==> src/hw/rtl/jsu_pkg.sv <==
// Shared types, character codes and helper functions for the JSON string unescaper.
// No dependencies; the front end, queue, back end and top level in hw/rtl refer to this package by scoped names.
package jsu_pkg;

  // Decoder mode; the fourth 2-bit code is unused and behaves as plain text.
  typedef enum logic [1:0] {
    MODE_PLAIN = 2'd0,
    MODE_ESC   = 2'd1,
    MODE_HEX   = 2'd2
  } mode_t;

  localparam int RUN_MAX = 6;
  localparam int QDEPTH  = 4;
  localparam int QPTR_W  = $clog2(QDEPTH);
  localparam int QCNT_W  = $clog2(QDEPTH + 1);

  localparam logic [7:0] CH_BSL = 8'h5C;
  localparam logic [7:0] CH_U   = 8'h75;
  localparam logic [7:0] CH_N   = 8'h6E;
  localparam logic [7:0] CH_R   = 8'h72;
  localparam logic [7:0] CH_T   = 8'h74;
  localparam logic [7:0] CH_B   = 8'h62;
  localparam logic [7:0] CH_F   = 8'h66;
  localparam logic [7:0] CH_LF  = 8'h0A;
  localparam logic [7:0] CH_CR  = 8'h0D;
  localparam logic [7:0] CH_TAB = 8'h09;
  localparam logic [7:0] CH_BS  = 8'h08;
  localparam logic [7:0] CH_FF  = 8'h0C;

  localparam logic [7:0]  UTF8_LEAD2 = 8'hC0;
  localparam logic [7:0]  UTF8_LEAD3 = 8'hE0;
  localparam logic [7:0]  UTF8_CONT  = 8'h80;
  localparam logic [15:0] CP_TWO     = 16'h0080;
  localparam logic [15:0] CP_THREE   = 16'h0800;

  // One input's worth of decoded bytes, in order from index 0.
  typedef struct packed {
    logic [RUN_MAX-1:0][7:0] bytes;
    logic [2:0]              count;
    logic                    fin;
  } run_t;

  typedef struct packed {
    logic       is_hex;
    logic [3:0] value;
  } hex_t;

  function automatic hex_t hex_decode(input logic [7:0] c);
    hex_t h;
    h.is_hex = 1'b1;
    h.value  = 4'd0;
    if (c >= 8'h30 && c <= 8'h39) begin
      h.value = c[3:0];
    end else if ((c >= 8'h61 && c <= 8'h66) || (c >= 8'h41 && c <= 8'h46)) begin
      h.value = c[3:0] + 4'd9;
    end else begin
      h.is_hex = 1'b0;
    end
    return h;
  endfunction

endpackage

==> src/hw/rtl/jsu_if.sv <==
// Valid/ready channel interfaces for the unescaper's input and result streams.
// Depends on nothing; the top level uses one of each.
interface jsu_in_if;
  logic       valid;
  logic       ready;
  logic [7:0] in_byte;
  logic       is_final;

  modport source (output valid, output in_byte, output is_final, input ready);
  modport sink   (input valid, input in_byte, input is_final, output ready);
endinterface

interface jsu_out_if;
  logic       valid;
  logic       ready;
  logic [7:0] out_byte;
  logic       run_end;
  logic       string_end;

  modport source (output valid, output out_byte, output run_end, output string_end,
                  input ready);
  modport sink   (input valid, input out_byte, input run_end, input string_end,
                  output ready);
endinterface

==> src/hw/rtl/jsu_front.sv <==
// Front end: accepts input bytes, tracks escape state and builds each byte's output run.
// Depends on jsu_pkg.
module jsu_front (
  input  logic             clk,
  input  logic             rst_n,
  input  logic             in_valid,
  output logic             in_ready,
  input  logic [7:0]       in_byte,
  input  logic             is_final,
  output logic             push_valid,
  output jsu_pkg::run_t    push_run,
  input  logic             push_ready
);

  jsu_pkg::mode_t   mode_r, mode_nxt;
  logic [1:0]       digits_r, digits_nxt;
  logic [11:0]      acc_r, acc_nxt;
  logic [2:0][7:0]  held_r, held_nxt;
  jsu_pkg::run_t    run;
  jsu_pkg::hex_t    hx;
  logic [15:0]      cp;
  logic             accept;

  assign in_ready   = push_ready;
  assign accept     = in_valid && in_ready;
  assign push_valid = accept && (run.count != 3'd0);
  assign push_run   = run;

  always_comb begin
    mode_nxt   = mode_r;
    digits_nxt = digits_r;
    acc_nxt    = acc_r;
    held_nxt   = held_r;
    run        = '0;
    run.fin    = is_final;
    hx         = jsu_pkg::hex_decode(in_byte);
    cp         = {acc_r, hx.value};

    case (mode_r)
      jsu_pkg::MODE_ESC: begin
        mode_nxt  = jsu_pkg::MODE_PLAIN;
        run.count = 3'd1;
        case (in_byte)
          jsu_pkg::CH_N: run.bytes[0] = jsu_pkg::CH_LF;
          jsu_pkg::CH_R: run.bytes[0] = jsu_pkg::CH_CR;
          jsu_pkg::CH_T: run.bytes[0] = jsu_pkg::CH_TAB;
          jsu_pkg::CH_B: run.bytes[0] = jsu_pkg::CH_BS;
          jsu_pkg::CH_F: run.bytes[0] = jsu_pkg::CH_FF;
          jsu_pkg::CH_U: begin
            if (is_final) begin
              run.bytes[0] = jsu_pkg::CH_BSL;
              run.bytes[1] = jsu_pkg::CH_U;
              run.count    = 3'd2;
            end else begin
              mode_nxt   = jsu_pkg::MODE_HEX;
              digits_nxt = 2'd0;
              acc_nxt    = '0;
              run.count  = 3'd0;
            end
          end
          default: run.bytes[0] = in_byte;
        endcase
      end

      jsu_pkg::MODE_HEX: begin
        if (!hx.is_hex) begin
          // Broken escape: flush backslash, u and held digits, then handle the byte as in plain mode.
          run.bytes[0] = jsu_pkg::CH_BSL;
          run.bytes[1] = jsu_pkg::CH_U;
          run.bytes[2] = held_r[0];
          run.bytes[3] = held_r[1];
          run.bytes[4] = held_r[2];
          run.count    = 3'(digits_r) + 3'd2;
          mode_nxt     = jsu_pkg::MODE_PLAIN;
          digits_nxt   = 2'd0;
          acc_nxt      = '0;
          if (in_byte == jsu_pkg::CH_BSL && !is_final) begin
            mode_nxt = jsu_pkg::MODE_ESC;
          end else begin
            run.bytes[3'(digits_r) + 3'd2] = in_byte;
            run.count = 3'(digits_r) + 3'd3;
          end
        end else if (digits_r == 2'd3) begin
          mode_nxt   = jsu_pkg::MODE_PLAIN;
          digits_nxt = 2'd0;
          acc_nxt    = '0;
          if (cp < jsu_pkg::CP_TWO) begin
            run.bytes[0] = cp[7:0];
            run.count    = 3'd1;
          end else if (cp < jsu_pkg::CP_THREE) begin
            run.bytes[0] = jsu_pkg::UTF8_LEAD2 | {3'b000, cp[10:6]};
            run.bytes[1] = jsu_pkg::UTF8_CONT | {2'b00, cp[5:0]};
            run.count    = 3'd2;
          end else begin
            run.bytes[0] = jsu_pkg::UTF8_LEAD3 | {4'h0, cp[15:12]};
            run.bytes[1] = jsu_pkg::UTF8_CONT | {2'b00, cp[11:6]};
            run.bytes[2] = jsu_pkg::UTF8_CONT | {2'b00, cp[5:0]};
            run.count    = 3'd3;
          end
        end else begin
          held_nxt[digits_r] = in_byte;
          digits_nxt         = digits_r + 2'd1;
          acc_nxt            = {acc_r[7:0], hx.value};
          if (is_final) begin
            run.bytes[0] = jsu_pkg::CH_BSL;
            run.bytes[1] = jsu_pkg::CH_U;
            run.bytes[2] = held_nxt[0];
            run.bytes[3] = held_nxt[1];
            run.bytes[4] = held_nxt[2];
            run.count    = 3'(digits_r) + 3'd3;
          end
        end
      end

      default: begin
        mode_nxt = jsu_pkg::MODE_PLAIN;
        if (in_byte == jsu_pkg::CH_BSL && !is_final) begin
          mode_nxt = jsu_pkg::MODE_ESC;
        end else begin
          run.bytes[0] = in_byte;
          run.count    = 3'd1;
        end
      end
    endcase

    // String end: drop all escape state.
    if (is_final) begin
      mode_nxt   = jsu_pkg::MODE_PLAIN;
      digits_nxt = 2'd0;
      acc_nxt    = '0;
    end
  end

  always_ff @(posedge clk) begin
    if (!rst_n) begin
      mode_r   <= jsu_pkg::MODE_PLAIN;
      digits_r <= 2'd0;
      acc_r    <= '0;
    end else if (accept) begin
      mode_r   <= mode_nxt;
      digits_r <= digits_nxt;
      acc_r    <= acc_nxt;
    end
  end

  always_ff @(posedge clk) begin
    if (accept) begin
      held_r <= held_nxt;
    end
  end

endmodule

==> src/hw/rtl/jsu_queue.sv <==
// Small FIFO of decoded runs between the front end and the output serializer.
// Depends on jsu_pkg.
module jsu_queue (
  input  logic          clk,
  input  logic          rst_n,
  input  logic          push_valid,
  output logic          push_ready,
  input  jsu_pkg::run_t push_run,
  output logic          head_valid,
  output jsu_pkg::run_t head_run,
  input  logic          pop
);

  jsu_pkg::run_t                  mem_r [jsu_pkg::QDEPTH];
  logic [jsu_pkg::QPTR_W-1:0]     wr_ptr_r, wr_ptr_nxt;
  logic [jsu_pkg::QPTR_W-1:0]     rd_ptr_r, rd_ptr_nxt;
  logic [jsu_pkg::QCNT_W-1:0]     cnt_r, cnt_nxt;
  logic                           do_push, do_pop;

  assign push_ready = (cnt_r != jsu_pkg::QCNT_W'(jsu_pkg::QDEPTH));
  assign head_valid = (cnt_r != '0);
  assign head_run   = mem_r[rd_ptr_r];
  assign do_push    = push_valid && push_ready;
  assign do_pop     = pop && head_valid;

  always_comb begin
    wr_ptr_nxt = do_push ? wr_ptr_r + 1'b1 : wr_ptr_r;
    rd_ptr_nxt = do_pop ? rd_ptr_r + 1'b1 : rd_ptr_r;
    cnt_nxt    = cnt_r;
    if (do_push && !do_pop) begin
      cnt_nxt = cnt_r + 1'b1;
    end else if (do_pop && !do_push) begin
      cnt_nxt = cnt_r - 1'b1;
    end
  end

  always_ff @(posedge clk) begin
    if (!rst_n) begin
      wr_ptr_r <= '0;
      rd_ptr_r <= '0;
      cnt_r    <= '0;
    end else begin
      wr_ptr_r <= wr_ptr_nxt;
      rd_ptr_r <= rd_ptr_nxt;
      cnt_r    <= cnt_nxt;
    end
  end

  always_ff @(posedge clk) begin
    if (do_push) begin
      mem_r[wr_ptr_r] <= push_run;
    end
  end

endmodule

==> src/hw/rtl/jsu_back.sv <==
// Back end: walks the head run one byte per cycle, while the receiver is ready, into a registered result word.
// Depends on jsu_pkg.
module jsu_back (
  input  logic          clk,
  input  logic          rst_n,
  input  logic          head_valid,
  input  jsu_pkg::run_t head_run,
  output logic          pop,
  output logic          out_valid,
  input  logic          out_ready,
  output logic [7:0]    out_byte,
  output logic          run_end,
  output logic          string_end
);

  logic [2:0] idx_r, idx_nxt;
  logic       valid_r, valid_nxt;
  logic [7:0] byte_r;
  logic       run_end_r, string_end_r;
  logic       load, last;

  assign load = head_valid && (!valid_r || out_ready);
  assign last = (idx_r == head_run.count - 3'd1);
  assign pop  = load && last;

  always_comb begin
    idx_nxt   = idx_r;
    valid_nxt = valid_r;
    if (load) begin
      valid_nxt = 1'b1;
      idx_nxt   = last ? 3'd0 : idx_r + 3'd1;
    end else if (out_ready) begin
      valid_nxt = 1'b0;
    end
  end

  always_ff @(posedge clk) begin
    if (!rst_n) begin
      idx_r   <= 3'd0;
      valid_r <= 1'b0;
    end else begin
      idx_r   <= idx_nxt;
      valid_r <= valid_nxt;
    end
  end

  always_ff @(posedge clk) begin
    if (load) begin
      byte_r       <= head_run.bytes[idx_r];
      run_end_r    <= last;
      string_end_r <= last && head_run.fin;
    end
  end

  assign out_valid  = valid_r;
  assign out_byte   = byte_r;
  assign run_end    = run_end_r;
  assign string_end = string_end_r;

endmodule

==> src/hw/rtl/json_string_unescape.sv <==
// Top level of the JSON string body unescaper (escapes and \u to UTF-8).
// Depends on jsu_pkg, jsu_if, jsu_front, jsu_queue and jsu_back.
//
//   channel  | dir | handshake          | payload
//   ---------+-----+--------------------+-------------------------------------
//   in_ch    | in  | valid/ready        | in_byte[7:0], is_final
//   out_ch   | out | valid/ready        | out_byte[7:0], run_end, string_end
//
// Rates: one input word per cycle while the run queue has room; each input
// makes 0 to 6 result words, and the back end sends one result word per cycle
// while the receiver is ready.
// Reset: rst_n is synchronous, active low; it returns the decoder to plain text
// and empties the queue and output register. No clearing pass is needed.
// Stalls: a 4-entry run queue separates front and back, so input is taken while
// a result waits; in_ch.ready falls only when the queue is full.
module json_string_unescape (
  input  logic             clk,
  input  logic             rst_n,
  jsu_in_if.sink           in_ch,
  jsu_out_if.source        out_ch
);

  // Front to queue: one decoded run per accepted input that produces output.
  logic          push_valid;
  logic          push_ready;
  jsu_pkg::run_t push_run;

  // Queue to back: head run and pop when its last byte is loaded.
  logic          head_valid;
  jsu_pkg::run_t head_run;
  logic          pop;

  // Classify each byte and build its output run.
  jsu_front u_front (
    .clk        (clk),
    .rst_n      (rst_n),
    .in_valid   (in_ch.valid),
    .in_ready   (in_ch.ready),
    .in_byte    (in_ch.in_byte),
    .is_final   (in_ch.is_final),
    .push_valid (push_valid),
    .push_run   (push_run),
    .push_ready (push_ready)
  );

  // Hold runs until the serializer drains them.
  jsu_queue u_queue (
    .clk        (clk),
    .rst_n      (rst_n),
    .push_valid (push_valid),
    .push_ready (push_ready),
    .push_run   (push_run),
    .head_valid (head_valid),
    .head_run   (head_run),
    .pop        (pop)
  );

  // Advance through the head run one word per cycle while the receiver is ready.
  jsu_back u_back (
    .clk        (clk),
    .rst_n      (rst_n),
    .head_valid (head_valid),
    .head_run   (head_run),
    .pop        (pop),
    .out_valid  (out_ch.valid),
    .out_ready  (out_ch.ready),
    .out_byte   (out_ch.out_byte),
    .run_end    (out_ch.run_end),
    .string_end (out_ch.string_end)
  );

endmodule

==> src/flat_wrapper.sv <==
// flat-port wrapper written by rule: the top's interface ports become plain ports
module json_string_unescape_flat 
  (clk, rst_n, in_ch_valid, in_ch_in_byte, in_ch_is_final, in_ch_ready, out_ch_valid, out_ch_out_byte, out_ch_run_end, out_ch_string_end, out_ch_ready);
  jsu_in_if in_ch_i ();
  jsu_out_if out_ch_i ();
  input  logic clk;
  input  logic rst_n;
  input wire logic [$bits(in_ch_i.valid)-1:0] in_ch_valid;
  input wire logic [$bits(in_ch_i.in_byte)-1:0] in_ch_in_byte;
  input wire logic [$bits(in_ch_i.is_final)-1:0] in_ch_is_final;
  output wire logic [$bits(in_ch_i.ready)-1:0] in_ch_ready;
  output wire logic [$bits(out_ch_i.valid)-1:0] out_ch_valid;
  output wire logic [$bits(out_ch_i.out_byte)-1:0] out_ch_out_byte;
  output wire logic [$bits(out_ch_i.run_end)-1:0] out_ch_run_end;
  output wire logic [$bits(out_ch_i.string_end)-1:0] out_ch_string_end;
  input wire logic [$bits(out_ch_i.ready)-1:0] out_ch_ready;
  assign in_ch_i.valid = in_ch_valid;
  assign in_ch_i.in_byte = in_ch_in_byte;
  assign in_ch_i.is_final = in_ch_is_final;
  assign in_ch_ready = in_ch_i.ready;
  assign out_ch_valid = out_ch_i.valid;
  assign out_ch_out_byte = out_ch_i.out_byte;
  assign out_ch_run_end = out_ch_i.run_end;
  assign out_ch_string_end = out_ch_i.string_end;
  assign out_ch_i.ready = out_ch_ready;
  json_string_unescape u_core (.clk(clk), .rst_n(rst_n), .in_ch(in_ch_i), .out_ch(out_ch_i));
endmodule
==> config.mk <==
export PLATFORM = sky130hd
export DESIGN_NAME = json_string_unescape_flat
export DESIGN_NICKNAME = d
export VERILOG_FILES = /design/src/hw/rtl/jsu_pkg.sv /design/src/hw/rtl/jsu_if.sv /design/src/hw/rtl/jsu_front.sv /design/src/hw/rtl/jsu_queue.sv /design/src/hw/rtl/jsu_back.sv /design/src/hw/rtl/json_string_unescape.sv /design/src/flat_wrapper.sv
export SDC_FILE = /design/constraint.sdc
export NUM_CORES = 1
export LEC_CHECK = 0
export ABC_AREA = 1
export BUFFER_PORTS_ARGS = -buffer_cell sky130_fd_sc_hd__buf_4
export CAP_MARGIN = 25
export CORE_MARGIN = 2
export CORE_UTILIZATION = 50
export DETAILED_ROUTE_END_ITERATION = 12
export PLACE_DENSITY = 0.76
export SETUP_SLACK_MARGIN = 0.05
export SLEW_MARGIN = 20
export SYNTH_ARGS = -nofsm -noshare
export SYNTH_HDL_FRONTEND = slang
export SYNTH_SLANG_ARGS = --single-unit
==> constraint.sdc <==
create_clock -name clk -period 7.5 [get_ports clk]
set_input_delay 1.125 -clock clk [delete_from_list [all_inputs] [get_ports clk]]
set_output_delay 1.125 -clock clk [all_outputs]
set_load 0.02 [all_outputs]
==> summary.md <==
| Metric | Value |
|---|---|
| Run status | `finished clean` |
| Largest net degree at the start of global routing | `82` |
| Critical path capture point type | `flop` |
| Clock sink total | `271` |
| Critical path's largest stage delay | `0.55 ns` |
| # setup viols final | `0` |
| Drt wl/cell | `20.0 µm` |
| Arrival time at the worst endpoint | `4.04 ns` |
| Area grow syn2layout | `11.1%` |
| Via count | `9007` |
| DRT iter0 DRCs | `894` |
| Global-route wire length before repair | `47.3 mm` |
| Power Dens Cells | `325 nW/µm²` |
| CORE AREA | `24400 µm²` |
| Setup TNS | `0 ns` |
| Post-synth EDFFs | `242` |
| Final WL | `30.5 mm` |
| Grt total ovfl | `0` |
| Worst path top cell family by delay | `simple AND/OR/NAND/NOR gates` |
| Setup crit start | `in_ch_in_byte[0]` |
| Net switching power | `1.41 mW` |
| Seq pwr share | `44.1%` |
| Starting density of the core | `51.1%` |
| Power share of the combinational group | `23.9%` |
| 1st-pass router iterations | `5` |
| Cell row count | `57` |
| Largest buffer count on any clock path | `3` |
| Ant. Diodes | `0` |
| Placer congestion estimate | `1.02` |
| Hold_sp | `u_core.u_queue.rd_ptr_r[1]$_SDFFE_PN0P_` |
| Dominant synthesized flop cell | `edfxtp_1` |
| Die span in x | `162 µm` |
| CTS Hold Bufs | `0` |
| Worst Skew | `0.0246 ns` |
| Seq cells post-synth | `271` |
| Share of layout cells above drive strength 1 | `10.8%` |
| Switching Fraction | `31.4%` |
| Worst-path cell chain | `buf_4 > inv_1 > ha_1 > inv_1 > nand3_1 > inv_1 > nor2_4 > nor2_4 > nor2_4 > nor2_4 > nor2_4 > nand2_2 > nand2_2 > nor2_4 > buf_4` |
| Post-CTS setup buffers | `0` |
| Worst path bufs/invs | `5` |
| Clk Latency, worst-skew pair | `0.55 ns` |
| IO buf count | `24` |
| Sequential Area | `7850 µm²` |
| Post-route DRC violation count | `0` |
| GR Util All Layers | `23.3%` |
| Slew @ Worst Pin | `1.01 ns` |
| Final period utilization | `51.3%` |
| Crit Path Category | `input port to flop` |
| Worst Hold Slack | `0.473 ns` |
| Clock share of power | `32.0%` |
| Vias/cell | `5.91` |
| Maxcap violations | `0` |
| TritonCTS clock tree | `built` |
| RSZ-0062 raised after global routing | `false` |
| Post-Synthesis Cells | `1178` |
| Fillers | `2022` |
| Number of global-route vias before repair | `8591` |
| Num ports | `25` |
| Die H | `162 µm` |
| Clock-pin slew on the worst setup and hold paths | `0.06 ns` |
| Min-Delay Path Class | `flop to flop` |
| Critical path peak fanout | `37` |
| Initial antenna violation count | `0` |
| Cell variety after synth | `49` |
| Crit path launch type | `input port` |
| Post-synth ARST share | `0%` |
| Die ar. | `26200 µm²` |
| Yosys warning total | `0` |
| Antenna violation net count after detailed routing | `0` |
| Commonest cells after routing, fill and taps aside | `edfxtp_1 (242), nor2_1 (170), nand2_1 (154)` |
| Rel. slew slack | `32.6%` |
| Slowest CP cell | `buf_4` |
| Post-DP HPWL | `19.5 mm` |
| Multi-input logic area | `3980 µm²` |
| CP required | `7.69 ns` |
| CTS buffer count | `27` |
| CTS H-tree depth | `1` |
| Hold Vio Cnt, Final | `0` |
| Max frequency | `0.260 GHz` |
| Most common cell after layout, fill and taps aside | `edfxtp_1` |
| Cts repair resizes | `0` |
| Leakage | `5.05 nW` |
| Post-synthesis sequential area ratio | `62.9%` |
| Fin nets | `1211` |
| Max-slew violation count | `0` |
| Maximum vdd drop | `184 µV` |
| Clock Tree Root | `clkbuf_16` |
| Pint | `3.09 mW` |
| Final Critical Period | `3.85 ns` |
| Mapped Nets | `1210` |
| CP dominant cell by count | `nor2_4` |
| Post-synthesis cell area | `12500 µm²` |
| Mean post-synth cell area | `10.6 µm²` |
[routing by layer]
metal  part of all wire (%)  GRT usage [%]  routed length, µm
met1                     42           33.2              12900
met4                    2.6           6.07                798
met3                    8.5           3.27               2590
met5                      0              0                  0
met2                     47           38.0              14200
[synth_stat cells (all sizes together), types with 11 or more instances]
cell / count / area [µm²]
inv: 94 / 353
dfxtp: 29 / 581
buf: 28 / 176
ha: 18 / 225
a21oi: 37 / 185
a211oi: 21 / 163
nor2: 188 / 781
edfxtp: 242 / 7270
nand2: 166 / 658
a22oi: 11 / 82.6
nand3: 45 / 240
o22ai: 19 / 119
nor3: 11 / 71.3
clkbuf: 36 / 136
o221ai: 30 / 263
o21ai: 144 / 721
o211ai: 22 / 170
[registers in the layout (all words and copies together), names as in the netlist, 2 cells and up, named ones only]
register and count:
u_core.u_queue.cnt_r 3, u_core.u_queue.wr_ptr_r 2, u_core.u_front.held_r 24, u_core.u_back.out_byte 8
u_core.u_queue.rd_ptr_r 2, u_core.u_back.idx_r 3, u_core.u_front.mode_r 2, u_core.u_front.acc_r 12
u_core.u_front.digits_r 2, u_core.u_queue.mem_r 208
[worst register-to-register path, delay by kind of cell, from the launching register on]
kind,cells,cell delay [ns]
AO/OA/AOI/OAI,2,0.21
AND/OR/NAND/NOR,5,0.76
XOR/XNOR,2,0.39
flip-flops,1,0.85
adder cells (fa/ha/maj),3,0.76
buffers and inverters,3,0.62
[final timing paths]
check	endpoint	slack, ns	depth (start not counted)
min reg2reg	flop	0.47	2
max	u_core.u_queue.mem_r[3][17]$_DFFE_PP_	3.65	15
max reg2reg	u_core.u_queue.cnt_r[1]$_SDFFE_PN0P_	3.81	15
min	flop	0.47	2
[power by group through the flow]
stage               Combinational, mW  Sequential, mW  Clock (mW)
floorplan                       0.708            2.02           0
finish                           1.08            1.98        1.44
detailed placement               1.05            2.02           0
global route                     1.19            2.00        1.51
CTS                              1.06            1.98        1.46
global placement                 1.02            2.01           0
[final cells by class]
| class | instances | share of cell area (%) |
|---|---|---|
| Clock buffer | 38 | 5.46 |
| Timing Repair Buffer | 36 | 2.10 |
| Inverter | 99 | 2.68 |
| Tap cell | 324 | 2.93 |
| Sequential cell | 271 | 56.7 |
| Multi-Input combinational cell | 744 | 28.7 |
| Clock inverter | 12 | 1.46 |
[logic make-up (layout without fill, tap and decap cells)]
group	count (synthesis)	count (layout)	synth area share [%]
DFF	271	271	62.9
xor gates and xnor gates	5	5	0.351
buffers and inverters	163	185	5.49
AOI/OAI and AO/OA	299	299	14.6
and+or+nand+nor	421	421	14.6
adders and majority gates	19	19	1.97
[metrics by stage]
stage          utilization [%]  cells  area [µm²]  power, mW  setup slack (ns)
3_3_place_gp              52.7   1473       12900       3.03              2.93
6_report                  56.8   1524       13900       4.50              3.65
3_5_place_dp              52.7   1473       12900       3.07              2.83
2_1_floorplan                -   1178       12500       2.73              2.28
4_1_cts                   56.7   1523       13800       4.50              3.39
5_1_grt                   56.8   1524       13900       4.71              3.39
Note: power is estimated with default switching activity, not from simulation.
